<file path="src/rtl/hbwd_pkg.sv">
// Shared types and codes for the heartbeat watchdog.
package hbwd_pkg;

  localparam logic [1:0] FUNC_REGISTER  = 2'd0;
  localparam logic [1:0] FUNC_HEARTBEAT = 2'd1;
  localparam logic [1:0] FUNC_TICK      = 2'd2;
  localparam logic [1:0] FUNC_QUERY     = 2'd3;

  localparam logic [1:0] ST_OFFLINE = 2'd0;
  localparam logic [1:0] ST_ONLINE  = 2'd1;
  localparam logic [1:0] ST_TIMEOUT = 2'd2;

  localparam logic KIND_REPORT = 1'b0;
  localparam logic KIND_QUERY  = 1'b1;

  localparam logic [31:0] DEFAULT_TIMEOUT_RST = 32'd3000;

  // one slot entry as held in the slot memory
  typedef struct packed {
    logic [1:0]  status;
    logic [31:0] last_hb;
    logic [31:0] timeout;
  } entry_t;

  // one result item
  typedef struct packed {
    logic        kind;
    logic [3:0]  slot;
    logic [1:0]  status;
    logic [31:0] last_seen;
    logic [31:0] limit_ms;
    logic        last;
  } res_t;

endpackage

</file>
<file path="src/rtl/hbwd_if.sv">
// Valid/ready channel interfaces for commands and results.
interface hbwd_in_if;
  logic        valid;
  logic        ready;
  logic [1:0]  func;
  logic [3:0]  service;
  logic [31:0] timestamp;
  logic [31:0] timeout_ms;

  modport source (output valid, output func, output service, output timestamp,
                  output timeout_ms, input ready);
  modport sink   (input valid, input func, input service, input timestamp,
                  input timeout_ms, output ready);
endinterface

interface hbwd_out_if;
  logic        valid;
  logic        ready;
  logic        kind;
  logic [3:0]  slot;
  logic [1:0]  status;
  logic [31:0] last_seen;
  logic [31:0] limit_ms;
  logic        last;

  modport source (output valid, output kind, output slot, output status,
                  output last_seen, output limit_ms, output last, input ready);
  modport sink   (input valid, input kind, input slot, input status,
                  input last_seen, input limit_ms, input last, output ready);
endinterface

</file>
<file path="src/rtl/hbwd_slot_mem.sv">
// Slot table memory: one write port, one read port with registered data.
module hbwd_slot_mem #(
  parameter int DEPTH = 16,
  parameter int AW    = 4
) (
  input  logic                   clk,
  input  logic                   wr_en,
  input  logic [AW-1:0]          wr_addr,
  input  hbwd_pkg::entry_t       wr_data,
  input  logic                   rd_en,
  input  logic [AW-1:0]          rd_addr,
  output hbwd_pkg::entry_t       rd_data
);

  hbwd_pkg::entry_t mem [DEPTH];

  always_ff @(posedge clk) begin
    if (wr_en) begin
      mem[wr_addr] <= wr_data;
    end
  end

  always_ff @(posedge clk) begin
    if (rd_en) begin
      rd_data <= mem[rd_addr];
    end
  end

endmodule

</file>
<file path="src/rtl/hbwd_out_stage.sv">
// Output register between the sequencer and the result channel.
module hbwd_out_stage (
  input  logic               clk,
  input  logic               rst_n,
  input  logic               push,
  input  hbwd_pkg::res_t     res,
  output logic               free,
  hbwd_out_if.source         out_ch
);

  logic           vld_r;
  hbwd_pkg::res_t res_r;

  assign free = !vld_r || out_ch.ready;

  always_ff @(posedge clk) begin
    if (!rst_n) begin
      vld_r <= 1'b0;
    end else if (push) begin
      vld_r <= 1'b1;
    end else if (out_ch.ready) begin
      vld_r <= 1'b0;
    end
  end

  always_ff @(posedge clk) begin
    if (push) begin
      res_r <= res;
    end
  end

  assign out_ch.valid     = vld_r;
  assign out_ch.kind      = res_r.kind;
  assign out_ch.slot      = res_r.slot;
  assign out_ch.status    = res_r.status;
  assign out_ch.last_seen = res_r.last_seen;
  assign out_ch.limit_ms  = res_r.limit_ms;
  assign out_ch.last      = res_r.last;

endmodule

</file>
<file path="src/rtl/hbwd_seq.sv">
// Command sequencer: read-modify-write of slot entries and the tick scan.
module hbwd_seq #(
  parameter int SLOTS = 16,
  parameter int IDX_W = 4
) (
  input  logic               clk,
  input  logic               rst_n,
  hbwd_in_if.sink            in_ch,
  input  logic               cfg_we,
  input  logic [31:0]        cfg_wdata,
  output logic               rd_en,
  output logic [IDX_W-1:0]   rd_addr,
  input  hbwd_pkg::entry_t   rd_data,
  output logic               wr_en,
  output logic [IDX_W-1:0]   wr_addr,
  output hbwd_pkg::entry_t   wr_data,
  output logic               push,
  output hbwd_pkg::res_t     res,
  input  logic               out_free
);

  typedef enum logic [4:0] {
    S_IDLE = 5'b00001,
    S_EXEC = 5'b00010,
    S_TRD  = 5'b00100,
    S_TEX  = 5'b01000,
    S_TFIN = 5'b10000
  } state_t;

  localparam logic [IDX_W-1:0] LAST_IDX = IDX_W'(SLOTS - 1);

  state_t             state_r, state_nxt;
  logic [1:0]         func_r;
  logic [3:0]         svc_r;
  logic [31:0]        ts_r, tmo_r;
  logic [31:0]        dflt_r;
  logic [IDX_W-1:0]   scan_r, scan_nxt;
  logic               pend_vld_r, pend_vld_nxt;
  logic [IDX_W-1:0]   pend_slot_r, pend_slot_nxt;
  logic [SLOTS-1:0]   reg_vld_r, reg_vld_nxt;

  logic               accept;
  logic [IDX_W-1:0]   svc_idx;
  logic               svc_ok;
  logic               svc_reg;
  hbwd_pkg::entry_t   cur;
  logic               hit;

  assign in_ch.ready = (state_r == S_IDLE);
  assign accept      = in_ch.valid && in_ch.ready;
  assign svc_idx     = IDX_W'(svc_r);
  assign svc_ok      = (32'(svc_r) < SLOTS);
  assign svc_reg     = svc_ok && reg_vld_r[svc_idx];

  // an entry that was never registered reads as offline with a last heartbeat of zero
  always_comb begin
    cur = rd_data;
    if (!svc_reg) begin
      cur.status  = hbwd_pkg::ST_OFFLINE;
      cur.last_hb = 32'd0;
    end
  end

  assign hit = reg_vld_r[scan_r] && (rd_data.status == hbwd_pkg::ST_ONLINE) &&
               ((ts_r - rd_data.last_hb) > rd_data.timeout);

  always_comb begin
    state_nxt     = state_r;
    scan_nxt      = scan_r;
    pend_vld_nxt  = pend_vld_r;
    pend_slot_nxt = pend_slot_r;
    reg_vld_nxt   = reg_vld_r;
    rd_en         = 1'b0;
    rd_addr       = scan_r;
    wr_en         = 1'b0;
    wr_addr       = svc_idx;
    wr_data       = cur;
    push          = 1'b0;
    res           = '0;
    case (state_r)
      S_IDLE: begin
        if (accept) begin
          if (in_ch.func == hbwd_pkg::FUNC_TICK) begin
            scan_nxt     = '0;
            pend_vld_nxt = 1'b0;
            state_nxt    = S_TRD;
          end else begin
            rd_en     = 1'b1;
            rd_addr   = IDX_W'(in_ch.service);
            state_nxt = S_EXEC;
          end
        end
      end
      S_EXEC: begin
        case (func_r)
          hbwd_pkg::FUNC_REGISTER: begin
            if (svc_ok) begin
              wr_en                = 1'b1;
              wr_data.status       = hbwd_pkg::ST_OFFLINE;
              wr_data.timeout      = (tmo_r != 32'd0) ? tmo_r : dflt_r;
              reg_vld_nxt[svc_idx] = 1'b1;
            end
            state_nxt = S_IDLE;
          end
          hbwd_pkg::FUNC_HEARTBEAT: begin
            if (!svc_reg) begin
              state_nxt = S_IDLE;
            end else if (cur.status == hbwd_pkg::ST_ONLINE) begin
              wr_en           = 1'b1;
              wr_data.last_hb = ts_r;
              state_nxt       = S_IDLE;
            end else if (out_free) begin
              wr_en           = 1'b1;
              wr_data.status  = hbwd_pkg::ST_ONLINE;
              wr_data.last_hb = ts_r;
              push            = 1'b1;
              res = '{kind: hbwd_pkg::KIND_REPORT, slot: svc_r,
                      status: hbwd_pkg::ST_ONLINE, last_seen: ts_r,
                      limit_ms: cur.timeout, last: 1'b1};
              state_nxt       = S_IDLE;
            end
          end
          hbwd_pkg::FUNC_QUERY: begin
            if (out_free) begin
              push = 1'b1;
              if (svc_reg) begin
                res = '{kind: hbwd_pkg::KIND_QUERY, slot: svc_r, status: cur.status,
                        last_seen: cur.last_hb, limit_ms: cur.timeout, last: 1'b1};
              end else begin
                res = '{kind: hbwd_pkg::KIND_QUERY, slot: svc_r,
                        status: hbwd_pkg::ST_OFFLINE, last_seen: 32'd0,
                        limit_ms: dflt_r, last: 1'b1};
              end
              state_nxt = S_IDLE;
            end
          end
          default: begin
            state_nxt = S_IDLE;
          end
        endcase
      end
      S_TRD: begin
        rd_en     = 1'b1;
        rd_addr   = scan_r;
        state_nxt = S_TEX;
      end
      S_TEX: begin
        // a hit is held pending until the next hit or the end of the scan so the final report can carry last
        if (!(hit && pend_vld_r && !out_free)) begin
          if (hit) begin
            wr_en          = 1'b1;
            wr_addr        = scan_r;
            wr_data        = rd_data;
            wr_data.status = hbwd_pkg::ST_TIMEOUT;
            if (pend_vld_r) begin
              push = 1'b1;
              res  = '{kind: hbwd_pkg::KIND_REPORT, slot: 4'(pend_slot_r),
                       status: hbwd_pkg::ST_TIMEOUT, last_seen: 32'd0,
                       limit_ms: dflt_r, last: 1'b0};
            end
            pend_vld_nxt  = 1'b1;
            pend_slot_nxt = scan_r;
          end
          if (scan_r == LAST_IDX) begin
            state_nxt = S_TFIN;
          end else begin
            scan_nxt  = scan_r + 1'b1;
            state_nxt = S_TRD;
          end
        end
      end
      S_TFIN: begin
        if (!pend_vld_r) begin
          state_nxt = S_IDLE;
        end else if (out_free) begin
          push         = 1'b1;
          res          = '{kind: hbwd_pkg::KIND_REPORT, slot: 4'(pend_slot_r),
                           status: hbwd_pkg::ST_TIMEOUT, last_seen: 32'd0,
                           limit_ms: dflt_r, last: 1'b1};
          pend_vld_nxt = 1'b0;
          state_nxt    = S_IDLE;
        end
      end
      default: begin
        state_nxt = S_IDLE;
      end
    endcase
  end

  always_ff @(posedge clk) begin
    if (!rst_n) begin
      state_r     <= S_IDLE;
      scan_r      <= '0;
      pend_vld_r  <= 1'b0;
      pend_slot_r <= '0;
      reg_vld_r   <= '0;
      dflt_r      <= hbwd_pkg::DEFAULT_TIMEOUT_RST;
    end else begin
      state_r     <= state_nxt;
      scan_r      <= scan_nxt;
      pend_vld_r  <= pend_vld_nxt;
      pend_slot_r <= pend_slot_nxt;
      reg_vld_r   <= reg_vld_nxt;
      if (cfg_we) begin
        dflt_r <= cfg_wdata;
      end
    end
  end

  always_ff @(posedge clk) begin
    if (accept) begin
      func_r <= in_ch.func;
      svc_r  <= in_ch.service;
      ts_r   <= in_ch.timestamp;
      tmo_r  <= in_ch.timeout_ms;
    end
  end

  a_push_free: assert property (@(posedge clk) disable iff (!rst_n)
    push |-> out_free)
    else $error("result pushed into a full output register");

  a_no_rw_overlap: assert property (@(posedge clk) disable iff (!rst_n)
    !(wr_en && rd_en))
    else $error("slot read and write in the same cycle");

  a_idle_no_pend: assert property (@(posedge clk) disable iff (!rst_n)
    (state_r == S_IDLE) |-> !pend_vld_r)
    else $error("timeout report left pending after scan");

  a_scan_write: assert property (@(posedge clk) disable iff (!rst_n)
    (wr_en && state_r == S_TEX) |-> (wr_data.status == hbwd_pkg::ST_TIMEOUT))
    else $error("scan wrote a status other than timed out");

endmodule

</file>
<file path="src/rtl/multi_channel_heartbeat_watchdog_core.sv">
// Top level of the multi-channel heartbeat watchdog.
// Commands arrive on in_ch (register, heartbeat, tick, query) and results
// leave on out_ch; both are valid/ready channels, a transaction moving at a
// clock edge with valid and ready high. cfg_we/cfg_wdata set the default
// timeout; it is to be written only while the block is idle, which the
// block itself does not enforce. Slot state lives in a single-port-read,
// single-port-write memory; register, heartbeat and query read their slot
// in IDLE; in EXEC register and heartbeat write the entry back, and query
// and a heartbeat that brings a slot online push a result into the output
// register. A new command is taken only in IDLE. A tick walks all slots,
// reading each in TRD and checking it in TEX, then closes in TFIN; timeout
// reports stream out while it walks.
// Reset clears the per-slot registered bits at once (no clearing pass) and
// loads the default timeout of 3000 ms.
// A stalled receiver holds the output register; the sequencer waits with
// its pending result until the register frees, and takes no new command.
module multi_channel_heartbeat_watchdog_core #(
  parameter int SLOTS = 16
) (
  input  logic        clk,
  input  logic        rst_n,
  hbwd_in_if.sink     in_ch,
  hbwd_out_if.source  out_ch,
  input  logic        cfg_we,
  input  logic [31:0] cfg_wdata
);

  localparam int IDX_W = (SLOTS > 1) ? $clog2(SLOTS) : 1;

  logic               rd_en, wr_en, push, out_free;
  logic [IDX_W-1:0]   rd_addr, wr_addr;
  hbwd_pkg::entry_t   rd_data, wr_data;
  hbwd_pkg::res_t     res;

  hbwd_slot_mem #(.DEPTH(SLOTS), .AW(IDX_W)) u_mem (
    .clk     (clk),
    .wr_en   (wr_en),
    .wr_addr (wr_addr),
    .wr_data (wr_data),
    .rd_en   (rd_en),
    .rd_addr (rd_addr),
    .rd_data (rd_data)
  );

  hbwd_seq #(.SLOTS(SLOTS), .IDX_W(IDX_W)) u_seq (
    .clk       (clk),
    .rst_n     (rst_n),
    .in_ch     (in_ch),
    .cfg_we    (cfg_we),
    .cfg_wdata (cfg_wdata),
    .rd_en     (rd_en),
    .rd_addr   (rd_addr),
    .rd_data   (rd_data),
    .wr_en     (wr_en),
    .wr_addr   (wr_addr),
    .wr_data   (wr_data),
    .push      (push),
    .res       (res),
    .out_free  (out_free)
  );

  hbwd_out_stage u_out (
    .clk    (clk),
    .rst_n  (rst_n),
    .push   (push),
    .res    (res),
    .free   (out_free),
    .out_ch (out_ch)
  );

endmodule
</file>
<file path="src/flat_wrapper.sv">
// flat-port wrapper written by rule: the top's interface ports become plain ports
module multi_channel_heartbeat_watchdog_core_flat 
#(
  parameter int SLOTS = 16
)
  (clk, rst_n, cfg_we, cfg_wdata, in_ch_valid, in_ch_func, in_ch_service, in_ch_timestamp, in_ch_timeout_ms, in_ch_ready, out_ch_valid, out_ch_kind, out_ch_slot, out_ch_status, out_ch_last_seen, out_ch_limit_ms, out_ch_last, out_ch_ready);
  hbwd_in_if in_ch_i ();
  hbwd_out_if out_ch_i ();
  input  logic clk;
  input  logic rst_n;
  input  logic cfg_we;
  input  logic [31:0] cfg_wdata;
  input wire logic [$bits(in_ch_i.valid)-1:0] in_ch_valid;
  input wire logic [$bits(in_ch_i.func)-1:0] in_ch_func;
  input wire logic [$bits(in_ch_i.service)-1:0] in_ch_service;
  input wire logic [$bits(in_ch_i.timestamp)-1:0] in_ch_timestamp;
  input wire logic [$bits(in_ch_i.timeout_ms)-1:0] in_ch_timeout_ms;
  output wire logic [$bits(in_ch_i.ready)-1:0] in_ch_ready;
  output wire logic [$bits(out_ch_i.valid)-1:0] out_ch_valid;
  output wire logic [$bits(out_ch_i.kind)-1:0] out_ch_kind;
  output wire logic [$bits(out_ch_i.slot)-1:0] out_ch_slot;
  output wire logic [$bits(out_ch_i.status)-1:0] out_ch_status;
  output wire logic [$bits(out_ch_i.last_seen)-1:0] out_ch_last_seen;
  output wire logic [$bits(out_ch_i.limit_ms)-1:0] out_ch_limit_ms;
  output wire logic [$bits(out_ch_i.last)-1:0] out_ch_last;
  input wire logic [$bits(out_ch_i.ready)-1:0] out_ch_ready;
  assign in_ch_i.valid = in_ch_valid;
  assign in_ch_i.func = in_ch_func;
  assign in_ch_i.service = in_ch_service;
  assign in_ch_i.timestamp = in_ch_timestamp;
  assign in_ch_i.timeout_ms = in_ch_timeout_ms;
  assign in_ch_ready = in_ch_i.ready;
  assign out_ch_valid = out_ch_i.valid;
  assign out_ch_kind = out_ch_i.kind;
  assign out_ch_slot = out_ch_i.slot;
  assign out_ch_status = out_ch_i.status;
  assign out_ch_last_seen = out_ch_i.last_seen;
  assign out_ch_limit_ms = out_ch_i.limit_ms;
  assign out_ch_last = out_ch_i.last;
  assign out_ch_i.ready = out_ch_ready;
  multi_channel_heartbeat_watchdog_core #(.SLOTS(SLOTS)) u_core (.clk(clk), .rst_n(rst_n), .in_ch(in_ch_i), .out_ch(out_ch_i), .cfg_we(cfg_we), .cfg_wdata(cfg_wdata));
endmodule
</file>
<file path="config.mk">
export PLATFORM = sky130hd
export DESIGN_NAME = multi_channel_heartbeat_watchdog_core_flat
export DESIGN_NICKNAME = d
export VERILOG_FILES = /design/src/rtl/hbwd_pkg.sv /design/src/rtl/hbwd_if.sv /design/src/rtl/hbwd_slot_mem.sv /design/src/rtl/hbwd_out_stage.sv /design/src/rtl/hbwd_seq.sv /design/src/rtl/multi_channel_heartbeat_watchdog_core.sv /design/src/flat_wrapper.sv
export SDC_FILE = /design/constraint.sdc
export NUM_CORES = 2
export LEC_CHECK = 0
export ABC_CLOCK_PERIOD_IN_PS = 11180
export BUFFER_PORTS_ARGS = -buffer_cell sky130_fd_sc_hd__buf_4
export CAP_MARGIN = 0
export CORE_MARGIN = 2
export CORE_UTILIZATION = 55
export CTS_BUF_LIST = sky130_fd_sc_hd__clkbuf_4 sky130_fd_sc_hd__clkbuf_8
export DETAILED_ROUTE_END_ITERATION = 8
export PLACE_DENSITY = 0.72
export SYNTH_ARGS = -nofsm -noshare
export SYNTH_HDL_FRONTEND = slang
export SYNTH_SLANG_ARGS = --single-unit
</file>
<file path="constraint.sdc">
create_clock -name clk -period 11.18 [get_ports clk]
set_input_delay 1.677 -clock clk [delete_from_list [all_inputs] [get_ports clk]]
set_output_delay 1.677 -clock clk [all_outputs]
set_load 0.005 [all_outputs]
</file>
==> impl_metrics.csv <==
group,metric,value,unit
run_status,outcome,"complete, no violations",
cells_and_area,final_common_cell,"edfxtp_1",
synthesis,ys.flop_type,"edfxtp_1",
clock_tree,root_buffer,"clkbuf_8",
timing,slew-limit-headroom,12.4,%
route,wl_per_cell,27.1,um
run,cap_viol_max_count,0,
route,vias,32175,
floorplan,fp.dieW,317,um
worst_setup_path,crit_path_top_delay_cell,"a2111oi_2",
cells_and_area,fill_cells,6860,
timing,tns,0,ns
floorplan,core_area,96900,sq um
timing,fin_crit,8.10,ns
floorplan,die-area,101000,sq um
route,ant_nets,0,
worst_setup_path,end_kind,"flip-flop",
synthesis,ys_warn_count,0,
clock_tree,cts_tree,"yes",
worst_setup_path,crit_fanout,52,
timing,fmax,0.123,GHz
timing,worst_pin_slew,1.31,ns
timing,report.final.slew_viol_count,0,
global_route,grt_start_max_net_pins,166,
floorplan,die_height,317,um
synthesis,ys_seq_area_share,72.7,%
cells_and_area,multi_input_area,13500,sq um
clock_tree,post_cts_resized,0,
pwr,leakagePower,19.8,nW
synthesis,synth.area.top_cells,"edfxtp_1 70%, mux4_2 5.8%, nand2_1 3.0%",
worst_setup_path,required,11.65,ns
synthesis,syn-instance-count,3451,
synthesis,synth_area,53900,sq um
cells_and_area,drive_above_1_share,20.0,%
synthesis,synth_top_area_share,70.4,%
placement,numPortBuffers,180,
synthesis,synth_seq_cells,1327,
floorplan,start_util,55.7,%
route,via_per_inst,6.25,
worst_setup_path,max_stage_delay,0.95,ns
clock_tree,cts_inserted_buffers,202,
placement,place_hpwl,83200,um
timing,hold_violations,0,
floorplan,num_rows,114,
global_route,grt_pass1_vias,31255,
timing,rsz0062_at_grt,"false",
pwr,power_density,185,nW/um^2
worst_setup_path,cp-start-kind,"flip-flop",
clock_tree,clkSinkCount,1327,
placement,gp_congestion,0.884,
route,first_iter_violations,4087,
worst_setup_path,worstPathCellList,"inv_1, ha_1, nor2b_1, o2111ai_1, a31oi_1, a2111oi_2, nor3_1, o21ai_0, nand2_1, a211oi_1, ha_1, nand2_1, o21ai_0, nand2b_1, nor3b_1, o31ai_4, a21oi_2, a31oi_1, nor2_4, buf_4",
clock_tree,clk_pin_slew,0.07,ns
synthesis,synth.distinct_cells,80,
floorplan,num_io_pins,181,
route,wl,139000,um
clock_tree,insertion_delay,0.88,ns
clock_tree,postCtsHoldBufs,0,
global_route,grt_pass1_wl,203000,um
synthesis,synthArstFlopShare,0,%
cells_and_area,layout.area.seq,39200,sq um
synthesis,syn_avg_cell_area,15.6,sq um
clock_tree,cts_setup_buffers,0,
cells_and_area,post-route-util,62.5,%
synthesis,synth_nets,3623,
cells_and_area,syn_to_final_growth,12.3,%
cells_and_area,final_cell_mix,"1,264 x edfxtp_1, 433 x nand2_1, 280 x nand3_1",
worst_setup_path,cp.arrival,8.57,ns
timing,timing.final.crit_share,72.5,%
clock_tree,htreeDepth,4,
hold_path,min_path_type,"flip-flop to flip-flop",
route,firstDrtPassIters,8,
synthesis,synth_edf_count,1264,
timing,fin_skew,0.0474,ns
synthesis,synth_largest_area_cell,"edfxtp_1",
clock_tree,cts_buffer_depth,3,
cells_and_area,nets,3876,
route,drc,0,
global_route,antenna_found_initial,4,
timing,final-setup-viol-count,0,
global_route,overflow,0,
pwr,ir_drop,97.8,uV
global_route,grt.total_usage,27.8,%
worst_setup_path,path_class,"flip-flop to flip-flop",
==> path summary, 6_finish.rpt <==
path / startpoint / end / slack [ns] / cells after the start
setup reg to reg: u_core.u_mem.rd_data[33] / u_core.u_mem.mem[15][49] / 3.08 / 20
setup / recovery: u_core.u_mem.rd_data[33] / u_core.u_mem.mem[15][49] / 3.08 / 20
hold reg to reg: u_core.u_seq.reg_vld_r[11] / u_core.u_seq.reg_vld_r[11] / 0.47 / 2
hold / removal: u_core.u_seq.reg_vld_r[11] / u_core.u_seq.reg_vld_r[11] / 0.47 / 2
==> per-layer routing <==
metal | routed length, um | track usage (%) | part of all wire, %
met1 | 55600 | 40.2 | 40
met2 | 64800 | 42.6 | 46
met3 | 14500 | 5.24 | 10
met4 | 4390 | 10.3 | 3.1
met5 | 10 | 0 | 0.0072
==> power by group <==
| group | switching (mW) | internal (mW) |
|---|---|---|
| clock network | 1.87 | 2.14 |
| registers | 0.0937 | 5.64 |
| logic | 0.939 | 0.488 |
==> area by class of cell <==
cell class              count  share of cell area, %
clock buffers             295                   5.80
flip-flops and latches   1327                   64.7
repair buffers            246                   3.11
diodes                      1                0.00413
multi-input cells        1834                   22.2
clock inverters            74                  0.911
well taps                1276                   2.64
inverters                  93                  0.578
==> sequential cells by signal, summed over array words and instances (netlist names), 5 cells and up <==
name                           flops
u_core.u_seq.reg_vld_r            16
u_core.u_seq.dflt_r               32
u_core.u_seq.state_r               5
u_core.u_out.out_ch.last_seen     32
u_core.u_mem.rd_data              66
u_core.u_seq.tmo_r                32
u_core.u_seq.ts_r                 32
u_core.u_mem.mem                1056
u_core.u_out.out_ch.limit_ms      32
==> cells by family (layout without fill, tap and decap cells) <==
kind of cell,count (synthesis),after routing,share of synthesized area [%]
other cells,0,1,0
compound gates,531,531,7.12
mux,189,189,6.85
xor+xnor,24,24,0.390
fa+ha+maj,65,65,1.52
flops,1327,1327,72.7
simple gates,1025,1025,8.64
buf+inv,290,708,2.74
==> worst max-delay path: cells and delay by family (launching register included) <==
kind / cells / cell delay (ns)
AOI/OAI and AO/OA: 9 / 3.68
and+or+nand+nor: 7 / 2.09
buffers and inverters: 2 / 0.93
DFF: 1 / 0.43
adders and majority gates: 2 / 0.43
==> synth_stat cells (68+ instances only) <==
cell / instances
inv_1: 92
nand2_1: 436
a22oi_1: 100
a22o_1: 68
nand3_1: 280
o31ai_1: 68
nor2_1: 147
clkbuf_1: 90
mux4_2: 138
a21oi_1: 92
a211oi_1: 101
edfxtp_1: 1264
and2_1: 74
==> through the flow <==
step / std cells / cell area (sq um) / hold WS [ns] / worst slack [ns] / power (mW)
after global placement: 4774 / 56500 / 0.449 / 3.40 / 7.21
after floorplan: 3451 / 53900 / 0.432 / 3.15 / 6.74
after CTS: 5143 / 60600 / 0.466 / 3.25 / 11.2
after global routing: 5146 / 60600 / 0.507 / 2.69 / 11.6
final: 5146 / 60600 / 0.470 / 3.08 / 11.2
after detailed placement: 4774 / 56500 / 0.457 / 3.32 / 7.24
No activity file was read; power rests on OpenSTA's default activity.
